`src/rtl/core/twsch_pkg.sv`:
```
package twsch_pkg;

  localparam int WHEEL_SLOTS_DEF = 64;
  localparam int NUM_TIMERS_DEF  = 16;
  localparam int MAX_RESULTS     = 16;

  localparam int TIME_W    = 44;
  localparam int TPS_W     = 32;
  localparam int WSL_W     = 7;
  localparam int DIV_W     = TIME_W + 1;
  localparam int DIV_CNT_W = $clog2(DIV_W);
  localparam int ID_W      = 4;
  localparam int DLY_W     = 7;
  localparam int OSLOT_W   = 6;

  localparam int CFG_ADDR_W = 2;
  localparam logic [CFG_ADDR_W-1:0] REG_TICKS = 2'd0;
  localparam logic [CFG_ADDR_W-1:0] REG_SLOTS = 2'd1;

  localparam logic [TPS_W-1:0] TPS_RESET = 32'd2000;
  localparam logic [WSL_W-1:0] WSL_RESET = 7'd64;

  typedef enum logic [1:0] {
    ACT_ADD  = 2'd0,
    ACT_DEL  = 2'd1,
    ACT_TIME = 2'd2
  } action_e;

  typedef enum logic [1:0] {
    KIND_ADD = 2'd0,
    KIND_DEL = 2'd1,
    KIND_EXP = 2'd2
  } kind_e;

endpackage

```
`src/rtl/core/timing_wheel_scheduler.sv`:
```
// Single-level timing wheel over NUM_TIMERS timers with up to WHEEL_SLOTS
// slots. An add beat (tuser 0) arms a timer at (cursor + clamped delay)
// mod size and returns one acknowledge beat with the slot and applied
// delay; a delete beat (tuser 1) disarms it and returns one acknowledge
// beat. A time beat (tuser 2) turns the counter value into slot steps
// (at most one rotation) and returns one expiry beat for every armed timer
// in each slot reached, at most 16, the final beat marked by tlast; no
// beat comes back when nothing expires. Timers stay armed until deleted.
// Each item runs alone: an add waits while the bit-serial divider
// reduces the slot modulo the wheel size, and a time update waits for
// the 45-step division and then reads the whole timer store for every
// slot stepped, one entry per cycle unless an expiry beat stalls the
// scan. Expiry beats stall the scan when the master side is not ready.
// After reset a clearing pass runs over every entry of the timer store
// before the first item is taken; configuration writes are taken in any
// cycle and belong only where the block is idle, between items.
module timing_wheel_scheduler
  import twsch_pkg::*;
#(
  parameter int WHEEL_SLOTS = WHEEL_SLOTS_DEF,
  parameter int NUM_TIMERS  = NUM_TIMERS_DEF
) (
  input  logic                  clk_i,
  input  logic                  rst_ni,
  // config write channel
  input  logic                  cfg_valid_i,
  output logic                  cfg_ready_o,
  input  logic [CFG_ADDR_W-1:0] cfg_addr_i,
  input  logic [TPS_W-1:0]      cfg_data_i,
  // input beats
  input  logic                  s_tvalid,
  output logic                  s_tready,
  input  logic [55:0]           s_tdata,   // timer_id[3:0], delay_slots[11:4], time_now[55:12]
  input  logic [1:0]            s_tuser,   // action[1:0]
  // result beats
  output logic                  m_tvalid,
  input  logic                  m_tready,
  output logic [23:0]           m_tdata,   // timer_id_res[3:0], delay_applied[10:4], slot[16:11]
  output logic [1:0]            m_tuser,   // kind[1:0]
  output logic                  m_tlast
);

  localparam int SLOT_W    = $clog2(WHEEL_SLOTS);
  localparam int SIZE_W    = $clog2(WHEEL_SLOTS + 1);
  localparam int SZ_CMP_W  = (SIZE_W > WSL_W) ? SIZE_W : WSL_W;
  localparam int SUM_W     = ((SLOT_W > DLY_W) ? SLOT_W : DLY_W) + 1;
  localparam int TID_W     = (NUM_TIMERS > 1) ? $clog2(NUM_TIMERS) : 1;
  localparam int TCNT_W    = $clog2(NUM_TIMERS + 1);
  localparam int ENT_W     = SLOT_W + 1;
  localparam int RES_CNT_W = $clog2(MAX_RESULTS + 1);

  typedef enum logic [3:0] {
    ST_CLR,
    ST_IDLE,
    ST_ADIV,
    ST_ELAP,
    ST_TDIV,
    ST_TWAIT,
    ST_STEP,
    ST_SCAN,
    ST_FLUSH
  } state_e;

  state_e                 state_q, state_d;
  logic [TCNT_W-1:0]      clr_cnt_q, clr_cnt_d;
  logic [ID_W-1:0]        id_q, id_d;
  logic [DLY_W-1:0]       dly_q, dly_d;
  logic [TIME_W-1:0]      now_q, now_d;
  logic [TIME_W-1:0]      diff_q, diff_d;
  logic [DIV_W-1:0]       elapse_q, elapse_d;
  logic [TIME_W-1:0]      last_time_q, last_time_d;
  logic [TPS_W-1:0]       left_q, left_d;
  logic [TPS_W-1:0]       tps_q, tps_d;
  logic [WSL_W-1:0]       wsl_q, wsl_d;
  logic [SLOT_W-1:0]      cursor_q, cursor_d;
  logic [SIZE_W-1:0]      step_left_q, step_left_d;
  logic [TCNT_W-1:0]      rd_cnt_q, rd_cnt_d;
  logic                   cmp_v_q, cmp_v_d;
  logic [TID_W-1:0]       cmp_idx_q, cmp_idx_d;
  logic [RES_CNT_W-1:0]   n_q, n_d;
  logic                   pend_v_q, pend_v_d;
  kind_e                  pend_kind_q, pend_kind_d;
  logic [ID_W-1:0]        pend_id_q, pend_id_d;
  logic [DLY_W-1:0]       pend_dly_q, pend_dly_d;
  logic [OSLOT_W-1:0]     pend_slot_q, pend_slot_d;
  logic                   out_v_q, out_v_d;
  kind_e                  out_kind_q, out_kind_d;
  logic [ID_W-1:0]        out_id_q, out_id_d;
  logic [DLY_W-1:0]       out_dly_q, out_dly_d;
  logic [OSLOT_W-1:0]     out_slot_q, out_slot_d;
  logic                   out_last_q, out_last_d;

  logic                   mem_we;
  logic [TID_W-1:0]       mem_waddr;
  logic [ENT_W-1:0]       mem_wdata;
  logic                   mem_re;
  logic [TID_W-1:0]       mem_raddr;
  logic [ENT_W-1:0]       mem_rdata;

  logic                   div_start;
  logic [DIV_CNT_W-1:0]   div_msb;
  logic [DIV_W-1:0]       div_dvd;
  logic [TPS_W-1:0]       div_dvs;
  logic                   div_done;
  logic [DIV_W-1:0]       div_quo;
  logic [TPS_W-1:0]       div_rem;

  logic [SZ_CMP_W-1:0]    wsl_ext;
  logic [SIZE_W-1:0]      size;
  logic [SIZE_W-1:0]      cur_inc;
  logic [SLOT_W-1:0]      cur_next;
  logic [ID_W-1:0]        in_id;
  logic [7:0]             in_dly;
  logic [TIME_W-1:0]      in_now;
  logic                   in_id_ok;
  logic [DLY_W-1:0]       dly_clamp;
  logic [SUM_W-1:0]       add_sum;
  logic                   out_free;
  logic                   hit;
  logic                   stall;
  logic                   issue;

  assign in_id  = s_tdata[3:0];
  assign in_dly = s_tdata[11:4];
  assign in_now = s_tdata[55:12];

  assign cfg_ready_o = 1'b1;
  assign s_tready    = (state_q == ST_IDLE);
  assign out_free    = !out_v_q || m_tready;

  always_comb begin
    wsl_ext = SZ_CMP_W'(wsl_q);
    if (wsl_q == '0) begin
      size = SIZE_W'(1);
    end else if (wsl_ext > SZ_CMP_W'(WHEEL_SLOTS)) begin
      size = SIZE_W'(WHEEL_SLOTS);
    end else begin
      size = SIZE_W'(wsl_ext);
    end
    cur_inc  = SIZE_W'(cursor_q) + 1'b1;
    cur_next = (cur_inc >= size) ? '0 : SLOT_W'(cur_inc);
    in_id_ok = {{(32-ID_W){1'b0}}, in_id} < 32'(NUM_TIMERS);
    if (in_dly[7]) begin
      dly_clamp = DLY_W'(1);
    end else if (SZ_CMP_W'(in_dly[6:0]) > SZ_CMP_W'(size)) begin
      dly_clamp = DLY_W'(size);
    end else begin
      dly_clamp = in_dly[6:0];
    end
    add_sum = SUM_W'(cursor_q) + SUM_W'(dly_clamp);
    hit     = cmp_v_q && mem_rdata[SLOT_W] && (mem_rdata[SLOT_W-1:0] == cursor_q)
              && (n_q < RES_CNT_W'(MAX_RESULTS));
    stall   = hit && pend_v_q && !out_free;
    issue   = rd_cnt_q < TCNT_W'(NUM_TIMERS);
  end

  always_comb begin
    state_d     = state_q;
    clr_cnt_d   = clr_cnt_q;
    id_d        = id_q;
    dly_d       = dly_q;
    now_d       = now_q;
    diff_d      = diff_q;
    elapse_d    = elapse_q;
    last_time_d = last_time_q;
    left_d      = left_q;
    tps_d       = tps_q;
    wsl_d       = wsl_q;
    cursor_d    = cursor_q;
    step_left_d = step_left_q;
    rd_cnt_d    = rd_cnt_q;
    cmp_v_d     = cmp_v_q;
    cmp_idx_d   = cmp_idx_q;
    n_d         = n_q;
    pend_v_d    = pend_v_q;
    pend_kind_d = pend_kind_q;
    pend_id_d   = pend_id_q;
    pend_dly_d  = pend_dly_q;
    pend_slot_d = pend_slot_q;
    out_v_d     = out_v_q && !m_tready;
    out_kind_d  = out_kind_q;
    out_id_d    = out_id_q;
    out_dly_d   = out_dly_q;
    out_slot_d  = out_slot_q;
    out_last_d  = out_last_q;
    mem_we      = 1'b0;
    mem_waddr   = '0;
    mem_wdata   = '0;
    mem_re      = 1'b0;
    mem_raddr   = '0;
    div_start   = 1'b0;
    div_msb     = '0;
    div_dvd     = '0;
    div_dvs     = '0;

    if (cfg_valid_i) begin
      case (cfg_addr_i)
        REG_TICKS: tps_d = cfg_data_i;
        REG_SLOTS: wsl_d = cfg_data_i[WSL_W-1:0];
        default: ;
      endcase
    end

    case (state_q)
      ST_CLR: begin
        mem_we    = 1'b1;
        mem_waddr = clr_cnt_q[TID_W-1:0];
        clr_cnt_d = clr_cnt_q + 1'b1;
        if (clr_cnt_q == TCNT_W'(NUM_TIMERS - 1)) begin
          state_d = ST_IDLE;
        end
      end
      ST_IDLE: begin
        if (s_tvalid) begin
          case (s_tuser)
            ACT_ADD: begin
              if (in_id_ok) begin
                id_d      = in_id;
                dly_d     = dly_clamp;
                div_start = 1'b1;
                div_msb   = DIV_CNT_W'(SUM_W - 1);
                div_dvd   = DIV_W'(add_sum);
                div_dvs   = TPS_W'(size);
                state_d   = ST_ADIV;
              end
            end
            ACT_DEL: begin
              if (in_id_ok) begin
                mem_we      = 1'b1;
                mem_waddr   = TID_W'(in_id);
                pend_v_d    = 1'b1;
                pend_kind_d = KIND_DEL;
                pend_id_d   = in_id;
                pend_dly_d  = '0;
                pend_slot_d = '0;
                state_d     = ST_FLUSH;
              end
            end
            ACT_TIME: begin
              now_d   = in_now;
              diff_d  = in_now - last_time_q;
              state_d = ST_ELAP;
            end
            default: ;
          endcase
        end
      end
      ST_ADIV: begin
        if (div_done) begin
          mem_we      = 1'b1;
          mem_waddr   = TID_W'(id_q);
          mem_wdata   = {1'b1, div_rem[SLOT_W-1:0]};
          pend_v_d    = 1'b1;
          pend_kind_d = KIND_ADD;
          pend_id_d   = id_q;
          pend_dly_d  = dly_q;
          pend_slot_d = OSLOT_W'(div_rem[SLOT_W-1:0]);
          state_d     = ST_FLUSH;
        end
      end
      ST_ELAP: begin
        elapse_d = DIV_W'(diff_q) + DIV_W'(left_q);
        state_d  = ST_TDIV;
      end
      ST_TDIV: begin
        if (elapse_q == '0) begin
          state_d = ST_IDLE;
        end else begin
          div_start = 1'b1;
          div_msb   = DIV_CNT_W'(DIV_W - 1);
          div_dvd   = elapse_q - 1'b1;
          div_dvs   = (tps_q == '0) ? TPS_W'(1) : tps_q;
          state_d   = ST_TWAIT;
        end
      end
      ST_TWAIT: begin
        if (div_done) begin
          if (div_quo == '0) begin
            state_d = ST_IDLE;
          end else begin
            left_d      = div_rem + 1'b1;
            last_time_d = now_q;
            step_left_d = (div_quo > DIV_W'(size)) ? size : SIZE_W'(div_quo);
            n_d         = '0;
            state_d     = ST_STEP;
          end
        end
      end
      ST_STEP: begin
        cursor_d = cur_next;
        rd_cnt_d = '0;
        cmp_v_d  = 1'b0;
        state_d  = ST_SCAN;
      end
      ST_SCAN: begin
        if (!stall) begin
          mem_re    = issue;
          mem_raddr = rd_cnt_q[TID_W-1:0];
          if (issue) begin
            rd_cnt_d = rd_cnt_q + 1'b1;
          end
          cmp_v_d   = issue;
          cmp_idx_d = rd_cnt_q[TID_W-1:0];
          if (hit) begin
            if (pend_v_q) begin
              out_v_d    = 1'b1;
              out_kind_d = pend_kind_q;
              out_id_d   = pend_id_q;
              out_dly_d  = pend_dly_q;
              out_slot_d = pend_slot_q;
              out_last_d = 1'b0;
            end
            pend_v_d    = 1'b1;
            pend_kind_d = KIND_EXP;
            pend_id_d   = ID_W'(cmp_idx_q);
            pend_dly_d  = '0;
            pend_slot_d = OSLOT_W'(cursor_q);
            n_d         = n_q + 1'b1;
          end
          if (!issue && !cmp_v_q) begin
            if (step_left_q == SIZE_W'(1)) begin
              state_d = ST_FLUSH;
            end else begin
              step_left_d = step_left_q - 1'b1;
              state_d     = ST_STEP;
            end
          end
        end
      end
      ST_FLUSH: begin
        if (!pend_v_q) begin
          state_d = ST_IDLE;
        end else if (out_free) begin
          out_v_d    = 1'b1;
          out_kind_d = pend_kind_q;
          out_id_d   = pend_id_q;
          out_dly_d  = pend_dly_q;
          out_slot_d = pend_slot_q;
          out_last_d = 1'b1;
          pend_v_d   = 1'b0;
          state_d    = ST_IDLE;
        end
      end
      default: state_d = ST_IDLE;
    endcase
  end

  always_ff @(posedge clk_i or negedge rst_ni) begin
    if (!rst_ni) begin
      state_q     <= ST_CLR;
      clr_cnt_q   <= '0;
      id_q        <= '0;
      dly_q       <= '0;
      now_q       <= '0;
      diff_q      <= '0;
      elapse_q    <= '0;
      last_time_q <= '0;
      left_q      <= '0;
      tps_q       <= TPS_RESET;
      wsl_q       <= WSL_RESET;
      cursor_q    <= '0;
      step_left_q <= '0;
      rd_cnt_q    <= '0;
      cmp_v_q     <= 1'b0;
      cmp_idx_q   <= '0;
      n_q         <= '0;
      pend_v_q    <= 1'b0;
      pend_kind_q <= KIND_ADD;
      pend_id_q   <= '0;
      pend_dly_q  <= '0;
      pend_slot_q <= '0;
      out_v_q     <= 1'b0;
      out_kind_q  <= KIND_ADD;
      out_id_q    <= '0;
      out_dly_q   <= '0;
      out_slot_q  <= '0;
      out_last_q  <= 1'b0;
    end else begin
      state_q     <= state_d;
      clr_cnt_q   <= clr_cnt_d;
      id_q        <= id_d;
      dly_q       <= dly_d;
      now_q       <= now_d;
      diff_q      <= diff_d;
      elapse_q    <= elapse_d;
      last_time_q <= last_time_d;
      left_q      <= left_d;
      tps_q       <= tps_d;
      wsl_q       <= wsl_d;
      cursor_q    <= cursor_d;
      step_left_q <= step_left_d;
      rd_cnt_q    <= rd_cnt_d;
      cmp_v_q     <= cmp_v_d;
      cmp_idx_q   <= cmp_idx_d;
      n_q         <= n_d;
      pend_v_q    <= pend_v_d;
      pend_kind_q <= pend_kind_d;
      pend_id_q   <= pend_id_d;
      pend_dly_q  <= pend_dly_d;
      pend_slot_q <= pend_slot_d;
      out_v_q     <= out_v_d;
      out_kind_q  <= out_kind_d;
      out_id_q    <= out_id_d;
      out_dly_q   <= out_dly_d;
      out_slot_q  <= out_slot_d;
      out_last_q  <= out_last_d;
    end
  end

  twsch_store #(
    .DEPTH  (NUM_TIMERS),
    .DATA_W (ENT_W)
  ) u_store (
    .clk_i   (clk_i),
    .we_i    (mem_we),
    .waddr_i (mem_waddr),
    .wdata_i (mem_wdata),
    .re_i    (mem_re),
    .raddr_i (mem_raddr),
    .rdata_o (mem_rdata)
  );

  twsch_div u_div (
    .clk_i       (clk_i),
    .rst_ni      (rst_ni),
    .start_i     (div_start),
    .msb_i       (div_msb),
    .dividend_i  (div_dvd),
    .divisor_i   (div_dvs),
    .done_o      (div_done),
    .quotient_o  (div_quo),
    .remainder_o (div_rem)
  );

  assign m_tvalid = out_v_q;
  assign m_tdata  = {7'd0, out_slot_q, out_dly_q, out_id_q};
  assign m_tuser  = out_kind_q;
  assign m_tlast  = out_last_q;

endmodule

```
`src/rtl/core/twsch_div.sv`:
```
module twsch_div
  import twsch_pkg::*;
(
  input  logic                 clk_i,
  input  logic                 rst_ni,
  input  logic                 start_i,
  input  logic [DIV_CNT_W-1:0] msb_i,
  input  logic [DIV_W-1:0]     dividend_i,
  input  logic [TPS_W-1:0]     divisor_i,
  output logic                 done_o,
  output logic [DIV_W-1:0]     quotient_o,
  output logic [TPS_W-1:0]     remainder_o
);

  logic                 busy_q, busy_d;
  logic                 done_q, done_d;
  logic [DIV_CNT_W-1:0] cnt_q, cnt_d;
  logic [DIV_W-1:0]     dvd_q, dvd_d;
  logic [TPS_W-1:0]     dvs_q, dvs_d;
  logic [TPS_W-1:0]     rem_q, rem_d;
  logic [DIV_W-1:0]     quo_q, quo_d;
  logic [TPS_W:0]       trial;
  logic [TPS_W:0]       trial_sub;
  logic                 ge;

  always_comb begin
    trial     = {rem_q, dvd_q[cnt_q]};
    trial_sub = trial - {1'b0, dvs_q};
    ge        = trial >= {1'b0, dvs_q};
    busy_d    = busy_q;
    done_d    = 1'b0;
    cnt_d     = cnt_q;
    dvd_d     = dvd_q;
    dvs_d     = dvs_q;
    rem_d     = rem_q;
    quo_d     = quo_q;
    if (start_i) begin
      busy_d = 1'b1;
      cnt_d  = msb_i;
      dvd_d  = dividend_i;
      dvs_d  = divisor_i;
      rem_d  = '0;
      quo_d  = '0;
    end else if (busy_q) begin
      rem_d = ge ? trial_sub[TPS_W-1:0] : trial[TPS_W-1:0];
      quo_d = {quo_q[DIV_W-2:0], ge};
      cnt_d = cnt_q - 1'b1;
      if (cnt_q == '0) begin
        busy_d = 1'b0;
        done_d = 1'b1;
      end
    end
  end

  always_ff @(posedge clk_i or negedge rst_ni) begin
    if (!rst_ni) begin
      busy_q <= 1'b0;
      done_q <= 1'b0;
      cnt_q  <= '0;
      dvd_q  <= '0;
      dvs_q  <= '0;
      rem_q  <= '0;
      quo_q  <= '0;
    end else begin
      busy_q <= busy_d;
      done_q <= done_d;
      cnt_q  <= cnt_d;
      dvd_q  <= dvd_d;
      dvs_q  <= dvs_d;
      rem_q  <= rem_d;
      quo_q  <= quo_d;
    end
  end

  assign done_o      = done_q;
  assign quotient_o  = quo_q;
  assign remainder_o = rem_q;

endmodule

```
`src/rtl/core/twsch_store.sv`:
```
module twsch_store #(
  parameter int DEPTH  = 16,
  parameter int DATA_W = 7
) (
  input  logic                     clk_i,
  input  logic                     we_i,
  input  logic [$clog2(DEPTH)-1:0] waddr_i,
  input  logic [DATA_W-1:0]        wdata_i,
  input  logic                     re_i,
  input  logic [$clog2(DEPTH)-1:0] raddr_i,
  output logic [DATA_W-1:0]        rdata_o
);

  logic [DATA_W-1:0] mem_q [DEPTH];
  logic [DATA_W-1:0] rdata_q;

  always_ff @(posedge clk_i) begin
    if (we_i) begin
      mem_q[waddr_i] <= wdata_i;
    end
    if (re_i) begin
      rdata_q <= mem_q[raddr_i];
    end
  end

  assign rdata_o = rdata_q;

endmodule

```
`config.mk`:
```
export PLATFORM = sky130hd
export DESIGN_NAME = timing_wheel_scheduler
export DESIGN_NICKNAME = d
export VERILOG_FILES = /design/src/rtl/core/twsch_pkg.sv /design/src/rtl/core/timing_wheel_scheduler.sv /design/src/rtl/core/twsch_div.sv /design/src/rtl/core/twsch_store.sv
export SDC_FILE = /design/constraint.sdc
export NUM_CORES = 1
export LEC_CHECK = 0
export BUFFER_PORTS_ARGS = -buffer_cell sky130_fd_sc_hd__buf_2
export CORE_ASPECT_RATIO = 1.75
export CORE_MARGIN = 2
export CORE_UTILIZATION = 50
export CTS_CLUSTER_DIAMETER = 40
export CTS_CLUSTER_SIZE = 14
export DETAILED_ROUTE_END_ITERATION = 16
export PLACE_DENSITY_LB_ADDON = 0.3
export SLEW_MARGIN = 20
export SYNTH_ARGS = -nofsm -noshare
export SYNTH_HDL_FRONTEND = slang
export SYNTH_HIERARCHICAL = 1
export SYNTH_SLANG_ARGS = --single-unit
```
`constraint.sdc`:
```
create_clock -name clk_i -period 6.17 [get_ports clk_i]
set_input_delay 0.3085 -clock clk_i [delete_from_list [all_inputs] [get_ports clk_i]]
set_output_delay 0.3085 -clock clk_i [all_outputs]
set_load 0.05 [all_outputs]
```
==> metrics.md <==
| Metric | Value |
|---|---|
| DR pass1 iterations | 6 |
| Commonest non-fill, non-tap cells in the layout | 540 x nand2_1, 491 x dfrtp_1, 274 x nor2_1 |
| Complex-gate fraction of the synthesized area | about 14% |
| Async SR Flop Fraction | just over 80% |
| Total track usage | 25.5% |
| Post-synthesis xor/xnor area fraction | ~4.5% |
| Sequential share of the synthesized area | between 40% and 50% |
| Syn Inst Count | approximately 3500 |
| Worst path top cell family by delay | compound AO/OA/AOI/OAI gates |
| #FFs+latches synth | 618 |
| Rows | approximately 130 |
| Psw | roughly 6.4 mW |
| Minimum clock period | 5.36 ns |
| Most common flop cell mapped by yosys | dfrtp_1 |
| Area delta synth->final | 12.6% |
| GPL Wtd Cong | 0.921 |
| Post-synth EDFFs | between 100 and 150 |
| Fmax | approximately 0.19 GHz |
| Most used cell, CP | a211oi_1 |
| Switch share | 39.1% |
| Reg2reg setup slack | 0.81 ns |
| Crit. End Element | register |
| Final instance area | about 0.039 mm2 |
| Post-synthesis mux area share | under 10% |
| Avg WL per Cell | roughly 19 um |
| H-tree Lvls | 3 |
| Final Skew | approximately 0.03 ns |
| Starting DRC count in detailed routing | 1537 |
| Die height | between 300 and 400 um |
| Worst-path clk slew | roughly 0.070 ns |
| Final setup TNS | 0 ns |
| First-pass GRT wire length | approximately 140 mm |
| Post_cts resized | 0 |
| Total gr overflow | 0 |
| Critical path type | reg -> reg |
| Period utilization | 86.9% |
| Clock buffer depth | 3 |
| Status | complete, no violations |
| Post-synth cell types | a little under 90 |
| Commonest non-fill, non-tap cell in the layout | nand2_1 |
| Max_cap viols | 0 |
| CTS buffer count | about 70 |
| Final hold violation count | 0 |
| Pwr dens | 424 mW/mm2 |
| # IOs | ~130 |
| Startpoint Class | register |
| # DRC | 0 |
| Layout cells sized above 1 | 11.9% |
| Storage cell area | approximately 0.016 mm2 |
| Fillers | 6032 |
| Max Slew Vio Count | 0 |
| Post-place setup slack | between 0.9 and 1 ns |
| Largest family of logic cells by synthesized area | simple AND/OR/NAND/NOR gates |
| Setup ws final | 0.806 ns |
| CP max stage delay | 0.84 ns |
| Total wire length | roughly 89 mm |
| Maximum vdd ir drop | around 0.00029 V |
| Clock root buffer | clkbuf_16 |
| Clock latency on the worst-skew pair | between 0.6 and 0.7 ns |
| Clock share of power | approximately 25% |
| RSZ-0062 raised after global routing | no |
| CTS tree | built |
| Initial antenna violation count | 1 |
| Synth Area in Adders | under 10% |
| Vias in the first global route | between 20000 and 30000 |
| Post-CTS Setup Repair Bufs | 0 |
| Final Setup Violations | 0 |
| Crit-path slowest cell | dfrtp_1 |
| Required @ worst endpoint | between 6 and 7 ns |
| Power Internal | 9.99 mW |
| Layout Nets | slightly below 4000 |
| HP Class | in -> reg |
| Initial Utilization | about 50% |
| Worst-Margin Slew | around 1.0 ns |
| CP Buf/Inv Count | 1 |
| Die area | 0.0710 mm2 |
| Via count of the routed design | between 20000 and 30000 |
| Via/cell ratio | roughly 5.8 |
| Core area | about 0.068 mm2 |
| Yosys warning count | 6 |
| Post-Syn Area | about 0.034 mm2 |
| Critical path fanouts, max | 17 |
| Dpl hpwl | 64.4 mm |
| I/O Buffers | around 120 |
| Logic pwr share | between 30% and 40% |
| Leak | 16.7 nW |
| CTS Sinks | between 600 and 700 |
| Avg Inst Size Synth | just under 10 um2 |
| Worst Path Arrival | approximately 6 ns |
| Footprint of the multi-input gates | around 0.017 mm2 |
| Rel. slew slack | between 30% and 40% |
| Antenna-violating nets left | 0 |
| Crit path cell chain | mux4_2 > nor2b_1 > a211oi_1 > a311oi_1 > a21oi_1 > ha_1 > nand2b_1 > a211oi_1 > o21ai_0 > o21ai_2 > a21oi_1 > o21bai_2 > a21o_1 > buf_4 > mux2i_1 > a211oi_1 |
| Placed cell area | ~0.036 mm2 |
| Die width | 202 um |
| Seq pwr share | between 30% and 40% |
| Finished Core Util | between 50% and 60% |
| Largest net degree at the start of global routing | about 150 |
| Post-Synth Simple-Gate Area | 16.8% |
-- cells by family (layout without fill, tap and decap cells) --
logic type | count (synthesis) | count (layout)
other cells | 2 | 10
fa+ha+maj | 150 | 150
xor+xnor | 177 | 177
mux | 231 | 231
buf+inv | 328 | 499
simple gates | 1259 | 1259
compound gates | 757 | 757
flops | 618 | 618
-- power by group through the flow --
stage          combinational, mW  sequential [mW]  clock (mW)
6_report                    5.92             6.40        4.08
5_1_grt                     6.56             6.53        4.32
4_1_cts                     5.89             6.39        4.15
3_5_place_dp                5.81             6.47           0
3_3_place_gp                5.70             6.43           0
2_1_floorplan               4.45             5.99           0
-- metal layers --
layer	track usage [%]	share of wire [%]
met4	15.0	6.1
met2	46.8	52
met3	3.03	3.6
met1	28.2	38
met5	0	0.015
-- repair_timing --
action / in CTS / in global routing
hold buffers: 79 / 0
endpoints found under the hold margin: 153 / 0
endpoints found under the setup margin: 0 / 0
-- synth_stat cells (all sizes together) (15+ instances only) --
cell type	instances	area, um2
a211oi	42	315
nor3	57	285
a21o	59	443
nor2	276	1040
nand4	47	294
o211ai	15	113
a22oi	21	158
nand2	542	2030
o31ai	29	218
a31oi	18	113
nor4	47	300
clkbuf	142	533
ha	146	1830
mux2	108	1220
xnor2	98	858
and3	29	181
inv	147	552
xor2	79	692
a211o	15	131
dfrtp	492	12300
nor2b	23	144
o21ai	269	1350
nand3	80	400
nand2b	29	181
edfxtp	119	3570
or3	16	106
mux2i	82	821
mux4	41	987
and2	48	300
buf	38	253
a21oi	162	822
-- final timing paths --
path,startpoint,endpoint,cells after the start
hold reg to reg,pend_dly_q[3]$_DFFE_PN0P_,pend_dly_q[3]$_DFFE_PN0P_,2
setup reg to reg,u_div/cnt_q[0]$_DFFE_PN0P_,u_div/remainder_o[5]$_DFFE_PN0P_,16
setup / recovery,u_div/cnt_q[0]$_DFFE_PN0P_,u_div/remainder_o[5]$_DFFE_PN0P_,16
min in group asynchronous,rst_ni,last_time_q[40]$_DFFE_PN0P_,2
max in group asynchronous,rst_ni,u_div/quotient_o[5]$_DFFE_PN0P_,3
hold / removal,s_tdata[12],now_q[0]$_DFFE_PN0P_,3
-- stage by stage --
stage          total power [mW]  hold WS (ns)  std cells
3_3_place_gp               12.1         0.326       4398
2_1_floorplan              10.4        0.0129       3529
4_1_cts                    16.4       0.00756       4603
3_5_place_dp               12.3         0.324       4398
5_1_grt                    17.4        0.0531       4603
6_report                   16.4        0.0207       4604
-- flip-flops by register name, indices dropped and copies added (netlist names), 7 cells and up --
signal and count:
now_q 44, wsl_ext 7, tps_q 32, diff_q 44
left_q 32, u_store/mem_q 112, u_div/dvd_q 45, elapse_q 45
u_div/dvs_q 32, step_left_q 7, pend_dly_q 7, dly_q 7
u_store/rdata_o 7, u_div/remainder_o 32, out_dly_q 7, last_time_q 44
u_div/quotient_o 45
-- layout make-up --
cell class	count	area share (%)
diodes	1	0.00646
clock buffers	94	4.94
clock inverters	32	0.824
inverters	148	1.43
multi-input cells	2583	44.2
flip-flops and latches	618	41.5
well taps	903	2.92
repair buffers	225	4.23
-- worst min-delay path, stage by stage --
cell	delay, ns
buf_2	0.10
inv_1	0.07
o21ai_0	0.09
No activity file was read; power rests on OpenSTA's default activity.
